<file path="src/ohm_pkg.sv">
// Shared types, constants and hash step function for the open addressing hash map.
package ohm_pkg;

    localparam int MAX_SLOTS = 1024;
    localparam int MIN_SLOTS = 8;
    localparam int KEY_BYTES = 8;
    localparam int IDX_W = $clog2(MAX_SLOTS);
    localparam int ADDR_W = IDX_W + 1;
    localparam int SIZE_W = IDX_W + 1;
    localparam int CLR_W = ADDR_W + 1;
    localparam int CNT_W = $clog2(KEY_BYTES + 1);
    localparam int BYTE_W = $clog2(KEY_BYTES);

    localparam logic [1:0] CMD_SET = 2'd0;
    localparam logic [1:0] CMD_GET = 2'd1;
    localparam logic [1:0] CMD_DEL = 2'd2;
    localparam logic [1:0] CMD_NEXT = 2'd3;

    localparam logic [1:0] ST_OK = 2'd0;
    localparam logic [1:0] ST_MISSING = 2'd1;
    localparam logic [1:0] ST_EMPTY = 2'd2;
    localparam logic [1:0] ST_FULL = 2'd3;

    localparam logic [1:0] MARK_EMPTY = 2'd0;
    localparam logic [1:0] MARK_LIVE = 2'd1;
    localparam logic [1:0] MARK_TOMB = 2'd2;

    typedef struct packed {
        logic [1:0]  cmd;
        logic [63:0] key;
        logic [63:0] value;
        logic [31:0] hash;
    } t_req;

    typedef struct packed {
        logic [1:0]  mark;
        logic [31:0] hash;
        logic [63:0] key;
        logic [63:0] data;
    } t_entry;

    // One round of the shifting string hash; the right shift is arithmetic.
    function automatic logic [31:0] hash_step(input logic [31:0] h, input logic [7:0] b);
        logic [31:0] sr;
        sr = {h[31], h[31], h[31:2]};
        return h ^ ((h << 5) + sr + {24'b0, b});
    endfunction

endpackage

</file>
<file path="src/ohm_queue.sv">
// Two-entry request queue between the front end and the table engine.
module ohm_queue (
    input  logic          i_clk,
    input  logic          i_rst_n,
    input  logic          i_wr,
    input  ohm_pkg::t_req i_wdata,
    output logic          o_full,
    input  logic          i_rd,
    output logic          o_valid,
    output ohm_pkg::t_req o_rdata
);
    ohm_pkg::t_req r_mem [2];
    logic          r_wp;
    logic          r_rp;
    logic [1:0]    r_count;

    assign o_full = (r_count == 2'd2);
    assign o_valid = (r_count != 2'd0);
    assign o_rdata = r_mem[r_rp];

    always_ff @(posedge i_clk) begin
        if (i_wr) begin
            r_mem[r_wp] <= i_wdata;
        end
        if (!i_rst_n) begin
            r_wp <= 1'b0;
            r_rp <= 1'b0;
            r_count <= 2'd0;
        end else begin
            if (i_wr) begin
                r_wp <= ~r_wp;
            end
            if (i_rd) begin
                r_rp <= ~r_rp;
            end
            r_count <= r_count + {1'b0, i_wr} - {1'b0, i_rd};
        end
    end
endmodule

</file>
<file path="config.mk">
export PLATFORM = sky130hd
export DESIGN_NAME = ohm_queue
export DESIGN_NICKNAME = d
export VERILOG_FILES = /design/src/ohm_pkg.sv /design/src/ohm_queue.sv
export SDC_FILE = /design/constraint.sdc
export NUM_CORES = 1
export LEC_CHECK = 0
export ABC_CLOCK_PERIOD_IN_PS = 25100
export BUFFER_PORTS_ARGS = -buffer_cell sky130_fd_sc_hd__buf_2
export CAP_MARGIN = 20
export CORE_MARGIN = 5
export CORE_UTILIZATION = 30
export DETAILED_ROUTE_END_ITERATION = 10
export HOLD_SLACK_MARGIN = 0.1
export PLACE_DENSITY = 0.55
export SYNTH_ARGS = -nofsm -noshare
export SYNTH_HDL_FRONTEND = slang
export SYNTH_SLANG_ARGS = --single-unit
</file>
<file path="constraint.sdc">
create_clock -name i_clk -period 25.1 [get_ports i_clk]
set_input_delay 1.255 -clock i_clk [delete_from_list [all_inputs] [get_ports i_clk]]
set_output_delay 1.255 -clock i_clk [all_outputs]
set_load 0.005 [all_outputs]
</file>
==> summary.md <==
| Metric | Value |
|---|---|
| RSZ-0062 raised after global routing | no |
| Drt via density | approximately 4.2 |
| Final worst slack | 20.21 ns |
| Warnings, synthesis | 0 |
| Top-area cell type share of the netlist area | 0.795 |
| Antenna diode count | 0 |
| Antenna viol nets, final | 0 |
| Remaining Overflow, GRT | 0 |
| Number of DRC markers in iteration 0 | 277 |
| Final period util | 0.195 |
| Status | complete, no violations |
| I/O pin count | 330 |
| Slowest CP cell | dfxtp_4 |
| Largest stage delay on the critical path | roughly 0.91 ns |
| Post-synth EDFFs | about 320 |
| Syn Nets | 693 |
| Synth area leader | edfxtp_1 |
| Setup slack at placement | 20.57 ns |
| Most frequent cell after synthesis | edfxtp_1 |
| Largest net degree at the start of global routing | between 70 and 80 |
| Synth Instances | approximately 530 |
| Fin. Hold Viols | 0 |
| Synth cell count leaders | edfxtp_1, mux2_2, mux2_4, buf_6, buf_2 |
| DIE WIDTH | about 210 µm |
| Vias post-DR | between 6000 and 7000 |
| First-pass GRT wire length | around 38000 µm |
| Clock Path Buffers | 3 |
| CP Cell Sequence | buf_4 -> buf_4 -> mux2_4 -> buf_2 |
| Pwr Total | 1250 µW |
| R2R Path Start | r_wp$_SDFFE_PN0P_ |
| Startpoint types | flop |
| Core area | between 40000 and 50000 µm² |
| Die Height | around 210 µm |
| Worst-margin pin slew | 1.03 ns |
| Async set-reset flop share out of synthesis | 0 |
| CTS Sinks | ~330 |
| Mean Syn Cell Area | 23.3 µm² |
| # Max-Cap Violations | 0 |
| Post-CTS Resized | 0 |
| Seq cells post-synth | around 330 |
| Final worst clock skew | ~0.029 ns |
| Worst EP required | 23.84 ns |
| Leakage power | just under 0.006 µW |
| Port Buffer Count | ~330 |
| Gpl congestion | between 0.7 and 0.8 |
| Crit path arrival time | 3.63 ns |
| Cts hold-fix bufs | 0 |
| Hold/Removal Path Class | reg -> reg |
| Crit Path Class | reg -> out |
| CTS root buf | clkbuf_16 |
| VDD IR-drop max | around 0.05 mV |
| DPL Wire Length | between 15000 and 20000 µm |
| Primary FF master, synth | edfxtp_1 |
| Routed Wire Length | around 26000 µm |
| Crit-path most repeated cell | buf_4 |
| Share of layout cells above drive strength 1 | 0.608 |
| Rel. slew slack | 0.315 |
| Initial antenna violation count | 3 |
| Synth Cell Area | 12200 µm² |
| Setup Total Neg Slack | 0 ns |
| # DRC | 0 |
| Reg2reg path depth | 2 |
| Maximum fanout along the worst path | 66 |
| Setup-failing EPs final | 0 |
| Clock transition at path regs | roughly 0.06 ns |
| CP endpoint kind | primary output |
| Routed WL per cell | about 18 µm |
| Synth top area cells | edfxtp_1, mux2_4, mux2_2 |
| DR pass1 iterations | 4 |
| Pins Over Slew Limit | 0 |
| Worst hold path stage count | 2 |
| Part of the Yosys area used for sequential elements | 0.803 |
| TritonCTS Buffers | 37 |
| H-Tree Depth | 2 |
| Synth unique cells | 14 |
| Nets | roughly 1100 |
| Row count | 74 |
| Total Die Area | about 45000 µm² |
| Worst R2R Setup Slack | ~23 ns |
| Worst hold start | r_rp$_SDFFE_PN0P_ |
| Fmax | 0.205 GHz |
| Clk_lat worst skew | approximately 0.53 ns |
| Setup bufs post-CTS | 0 |
| Final Critical Period | 4.89 ns |
| R2R Path End | r_mem[1][101]$_DFFE_PP_ |
| Starting Density | 0.302 |
| TritonCTS clock tree | yes |
| Layout overhead on the synthesized area | 27.0% |
| GRT Util Overall | 0.110 |
| Vias in the first global route | about 6500 |
| PD cells | approximately 80 nW/µm² |
[per-stage QoR]
stage / hold slack, ns / utilization / area (µm²) / instances
global placement: 0.564 / 0.357 / 14500 / 1375
detailed placement: 0.556 / 0.357 / 14500 / 1375
CTS: 0.577 / 0.383 / 15500 / 1438
global route: 0.618 / 0.383 / 15500 / 1438
floorplan: 0.555 / - / 12200 / 525
finish: 0.579 / 0.383 / 15500 / 1438
[metal layers]
layer  global-route usage  vias up  share of wire
met1                0.136     2996           0.41
met5                    0        -         0.0014
met3               0.0357       45          0.077
li1                     -     2814              -
met4               0.0451        6          0.025
met2                0.179      207           0.49
[cells in the final DEF, fill, tap and decap left out, types with 2 or more instances in the layout]
cell,n
dfxtp_1,4
clkbuf_1,5
and2_1,3
clkbuf_16,37
ha_1,2
clkinvlp_4,4
mux2_2,82
inv_1,2
buf_2,329
nor2b_1,3
clkinv_2,6
buf_4,7
clkinv_1,9
edfxtp_1,324
mux2_4,80
[worst max path at each step]
stage / cells after the start / to
final: 4 / o_rdata[135]
after global routing: 4 / o_rdata[131]
after CTS: 4 / o_rdata[135]
after detailed placement: 4 / o_rdata[133]
after global placement: 4 / o_rdata[135]
after floorplan: 1 / r_mem[0][0]$_DFFE_PP_
[sequential cells by signal, indices dropped and copies added, names as in the netlist, named ones only]
signal / count
r_rp: 1
r_count: 2
r_mem: 324
r_wp: 1
[critical path, delay by kind of cell (launching register included)]
kind	cells	cell delay (ns)
flops	1	0.91
buf+inv	3	1.80
mux	1	0.35
[layout make-up]
| type | count | area (µm²) |
|---|---|---|
| clock buffers | 42 | 945 |
| inverters | 2 | 7.51 |
| fillers | 3833 | 25000 |
| flip-flops and latches | 329 | 9830 |
| repair buffers | 336 | 1700 |
| clock inverters | 21 | 133 |
| multi-input cells | 176 | 2250 |
| well taps | 532 | 666 |
[kinds of logic (layout without fill, tap and decap cells)]
kind of cell    Yosys count  in the layout  share of synthesized area
mux                     162            162                      0.174
compound gates            1              1                   0.000614
simple gates              9              9                    0.00460
flops                   329            329                      0.803
xor+xnor                  2              2                    0.00256
fa+ha+maj                 2              2                    0.00205
buf+inv                  20            401                     0.0131
[power by group]
part	internal, µW	total (µW)	leakage, µW	switching, µW
logic	65.7	119	0.00231	53.1
clock network	279	479	0.000518	200
registers	636	647	0.00308	11.0
total	981	1250	0.00591	264
Note: power is estimated with default switching activity, not from simulation.
