File: src/ohm_pkg.sv
// Shared types, constants and hash step function for the open addressing hash map.
package ohm_pkg;

    localparam int MAX_SLOTS = 1024;
    localparam int MIN_SLOTS = 8;
    localparam int KEY_BYTES = 8;
    localparam int IDX_W = $clog2(MAX_SLOTS);
    localparam int ADDR_W = IDX_W + 1;
    localparam int SIZE_W = IDX_W + 1;
    localparam int CLR_W = ADDR_W + 1;
    localparam int CNT_W = $clog2(KEY_BYTES + 1);
    localparam int BYTE_W = $clog2(KEY_BYTES);

    localparam logic [1:0] CMD_SET = 2'd0;
    localparam logic [1:0] CMD_GET = 2'd1;
    localparam logic [1:0] CMD_DEL = 2'd2;
    localparam logic [1:0] CMD_NEXT = 2'd3;

    localparam logic [1:0] ST_OK = 2'd0;
    localparam logic [1:0] ST_MISSING = 2'd1;
    localparam logic [1:0] ST_EMPTY = 2'd2;
    localparam logic [1:0] ST_FULL = 2'd3;

    localparam logic [1:0] MARK_EMPTY = 2'd0;
    localparam logic [1:0] MARK_LIVE = 2'd1;
    localparam logic [1:0] MARK_TOMB = 2'd2;

    typedef struct packed {
        logic [1:0]  cmd;
        logic [63:0] key;
        logic [63:0] value;
        logic [31:0] hash;
    } t_req;

    typedef struct packed {
        logic [1:0]  mark;
        logic [31:0] hash;
        logic [63:0] key;
        logic [63:0] data;
    } t_entry;

    // One round of the shifting string hash; the right shift is arithmetic.
    function automatic logic [31:0] hash_step(input logic [31:0] h, input logic [7:0] b);
        logic [31:0] sr;
        sr = {h[31], h[31], h[31:2]};
        return h ^ ((h << 5) + sr + {24'b0, b});
    endfunction

endpackage

File: src/ohm_front.sv
// Front end: accepts requests and hashes the key one byte per cycle.
module ohm_front (
    input  logic          i_clk,
    input  logic          i_rst_n,
    input  logic          i_push,
    input  logic [1:0]    i_cmd,
    input  logic [63:0]   i_key,
    input  logic [63:0]   i_value,
    output logic          o_full,
    input  logic          i_q_full,
    output logic          o_q_wr,
    output ohm_pkg::t_req o_q_data
);
    logic                      r_busy;
    logic [ohm_pkg::CNT_W-1:0] r_cnt;
    logic [1:0]                r_cmd;
    logic [63:0]               r_key;
    logic [63:0]               r_value;
    logic [31:0]               r_hash;
    logic [ohm_pkg::BYTE_W-1:0] byte_idx;

    assign byte_idx = ohm_pkg::BYTE_W'(r_cnt - 1'b1);
    assign o_full = r_busy;
    assign o_q_wr = r_busy && (r_cnt == '0) && !i_q_full;
    assign o_q_data = '{cmd: r_cmd, key: r_key, value: r_value, hash: r_hash};

    always_ff @(posedge i_clk) begin
        if (!i_rst_n) begin
            r_busy <= 1'b0;
            r_cnt <= '0;
        end else if (!r_busy) begin
            if (i_push) begin
                r_busy <= 1'b1;
                r_cnt <= ohm_pkg::CNT_W'(ohm_pkg::KEY_BYTES);
                r_cmd <= i_cmd;
                r_key <= i_key;
                r_value <= i_value;
                r_hash <= 32'(ohm_pkg::KEY_BYTES) + i_key[31:0];
            end
        end else if (r_cnt != '0) begin
            // Bytes are folded in from the most significant one down.
            r_hash <= ohm_pkg::hash_step(r_hash, r_key[{byte_idx, 3'b000} +: 8]);
            r_cnt <= r_cnt - 1'b1;
        end else if (o_q_wr) begin
            r_busy <= 1'b0;
        end
    end
endmodule

File: config.mk
export PLATFORM = sky130hd
export DESIGN_NAME = ohm_front
export DESIGN_NICKNAME = d
export VERILOG_FILES = /design/src/ohm_pkg.sv /design/src/ohm_front.sv
export SDC_FILE = /design/constraint.sdc
export NUM_CORES = 1
export LEC_CHECK = 0
export BUFFER_PORTS_ARGS = -buffer_cell sky130_fd_sc_hd__buf_2
export CAP_MARGIN = 20
export CORE_MARGIN = 2
export CORE_UTILIZATION = 52
export DETAILED_ROUTE_END_ITERATION = 6
export GPL_TIMING_DRIVEN = 0
export PLACE_DENSITY = 0.91
export SLEW_MARGIN = 20
export SYNTH_ARGS = -nofsm -noshare
export SYNTH_HDL_FRONTEND = slang
export SYNTH_SLANG_ARGS = --single-unit
File: constraint.sdc
create_clock -name i_clk -period 6.2 [get_ports i_clk]
set_clock_uncertainty 0.2 [all_clocks]
set_input_delay 0 -clock i_clk [delete_from_list [all_inputs] [get_ports i_clk]]
set_output_delay 0 -clock i_clk [all_outputs]
set_load 0.1 [all_outputs]
==> impl_metrics.ini <==
[run_status]
outcome = complete, no violations

[logic_synthesis]
synth_enable_flop_cells = 162
post_synth_net_total = 929
yosys.cell_types.count = 76
post-synth-top-area-fraction_pct = 52.3
synthesis.area_um2 = 9290
dominantRegCellSynth = edfxtp_1
seq_area_frac_synth_pct = 53.4
syn_inst = 731
synth-async-reset-ratio_pct = 0
cells_taking_the_most_area_after_synthesis = edfxtp_1 (52%), ha_1 (8.1%), xnor2_1 (4.3%)
yosys_warnings = 0
synth.avg_cell_area_um2 = 12.7
yosys_register_bits = 167
most_area_hungry_cell_type_in_the_yosys_netlist = edfxtp_1

[detailed_routing]
detail_route.wirelength_um = 35400
drtPass1Iterations = 5
avgRoutedWirePerCell_um = 24.9
detailroute.via_count = 8766
drt_iter0_markers = 843
drtAntennaViolNets = 0
detail_route.vias_per_cell = 6.16
drc = 0

[layout]
layout-drive-gt1-share_pct = 32.9
synthToLayoutAreaGrowth_pct = 40.8
n_fill_cell = 1116
layout.cells.most_common = buf_2
antenna_cells = 0
num-nets-final = 1384
final_cells = 1424
final_cell_mix = buf_2 (303), edfxtp_1 (162), dlygate4sd3_1 (135), ha_1 (60), nand2_1 (59)

[grt]
globalRouteOverflowTotal = 0
track_usage_pct = 37.9
grt_max_degree = 56
first_global_vias = 8656
grt_pass1_wl_um = 51300
number_of_antenna_violations_at_the_first_check_in_global_routing = 1

[clock_network]
clock_tree.buffer_depth = 2
cts.repair_timing.setup_buffer_count = 0
tritoncts_clock_tree = yes
clock_pin_transition_on_the_worst_setup_and_hold_timing_paths_ns = 0.08
clk-insertion-delay-late_ns = 0.44
cts_made_buffers = 17
cts.htree.levels = 4
clk_root_buffer_cell = clkbuf_16
numClockSinks = 167

[placement]
dpl.hpwl_um = 23600
gpl.final_weighted_congestion = 0.966
place.detailed.instances = 1257
dpl_worst_slack_ns = 0.202
port_buffers = 297

[sta]
timing.final.crit_share_pct = 98.1
worst_slew_pin_slew_ns = 1.22
grt_setup_unrepaired = false
finalHoldViolCount = 0
slew_headroom_pct = 18.4
final.min_clock_period_ns = 6.08
fmax_ghz = 0.164
setup_ws_ns = 0.116
final.hold.worst_slack_ns = 0.0641
totalNegativeSetupSlack_ns = 0
number_of_setup_violations_in_the_final_report = 0
slew_violations = 0

[floorplan]
rows = 48
floorplan.core_area_um2 = 17400
die_area_um2 = 19000
die_w_um = 138
start_util_pct = 53.5
die_h_um = 138
top_level_ports = 298

[setup_path]
crit_path_start_kind = register
critical_path_peak_fanout = 10
worst_ep_arrival_time_ns = 6.12
endpoint_kind = register
worstSetupPathType = register to register
crit_required_ns = 6.23

[power_and_ir_drop]
p_per_area_nw_per_um2 = 319
worst_case_vdd_ir_drop_v = 0.000268
total_leakage_power_nw = 5.38

[worst_hold_path]
timing.hold.worst.class = input port to register

[run]
max_cap_violations = 0
==> flip-flops by register name (all words and copies together), names as in the netlist <==
register  flops
o_full        1
r_cnt         4
r_hash       32
r_cmd         2
r_key        64
r_value      64
==> area by class of cell <==
class | count | area [µm²] | area share (%)
clock inverters | 14 | 133 | 1.01
well taps | 225 | 282 | 2.15
repair buffers | 436 | 2930 | 22.4
multi-input cells | 523 | 4170 | 31.9
clock buffers | 18 | 429 | 3.28
inverters | 14 | 52.6 | 0.402
plain buffers | 27 | 126 | 0.966
flip-flops and latches | 167 | 4960 | 37.9
==> final timing paths <==
kind / startpoint / slack (ns) / to / cells after the start
hold reg to reg: r_cnt[3] / 0.43 / r_cnt[3] / 2
setup reg to reg: r_cnt[0] / 0.12 / r_hash[24] / 16
setup / recovery: r_cnt[0] / 0.12 / r_hash[24] / 16
hold / removal: i_value[18] / 0.06 / r_value[18] / 2
==> cell usage after synthesis (5+ instances only) <==
cell type    n
and4_1       7
nor4_1       7
xor2_1      25
ha_1        60
a31oi_1      6
o21bai_1     5
xnor2_1     46
nor2_1      46
edfxtp_1   162
mux4_2      16
nor3_1       8
and3_1       9
dfxtp_1      5
or3_1        8
nand2_1     59
mux2_2       9
clkbuf_1    16
inv_1       14
o21ai_0     22
a21oi_1     43
a21o_1      14
and2_1       8
nand4_1     18
mux2i_1      9
buf_2        6
nand3_1     21
==> what timing repair did <==
item / 4_1_cts / 5_1_grt
hold buffers: 135 / 0
endpoints found under the setup margin: 0 / 13
resized for setup: 0 / 1
hold endpoints to repair: 166 / 0
==> stage by stage <==
stage | utilization [%] | power [mW] | cell area (µm²)
floorplan | - | 2.64 | 9290
global placement | 63.7 | 2.94 | 11100
detailed placement | 64.3 | 2.99 | 11200
CTS | 75.4 | 4.08 | 13100
global route | 75.4 | 4.31 | 13100
finish | 75.4 | 4.18 | 13100
==> cell families after synthesis <==
logic type,after synthesis,synth area share [%]
adders and majority gates,64,8.94
buffers and inverters,41,1.90
xor gates and xnor gates,71,6.69
and+or+nand+nor,210,11.9
AOI/OAI and AO/OA,144,11.2
muxes,34,5.94
DFF,167,53.4
==> metal layers <==
metal | vias up | global-route usage [%] | wire length, µm
li1 | 3736 | - | -
met1 | 4239 | 45.2 | 12600
met2 | 664 | 63.4 | 17000
met3 | 125 | 9.31 | 3760
met4 | 2 | 20.4 | 2050
met5 | - | 0 | 13
==> where the power goes <==
| part | total (mW) | switching [mW] | internal (mW) |
|---|---|---|---|
| logic | 1.72 | 1.15 | 0.565 |
| clock network | 1.06 | 0.530 | 0.532 |
| registers | 1.40 | 0.0670 | 1.33 |
| total | 4.18 | 1.75 | 2.43 |
==> worst max-delay path, cell delays in order (launching register included) <==
cell and delay [ns]:
dfxtp_1 0.35, clkbuf_1 0.50, inv_1 0.10, ha_1 0.30, clkbuf_1 0.66, clkbuf_2 0.48
mux4_2 0.39, mux2i_1 0.40, fa_1 0.50, inv_1 0.08, ha_1 0.32, a21o_1 0.26
a31o_2 0.28, o211ai_2 0.35, a21oi_1 0.14, or2_1 0.25, a311oi_1 0.33
(Power assumes the default switching activity.)
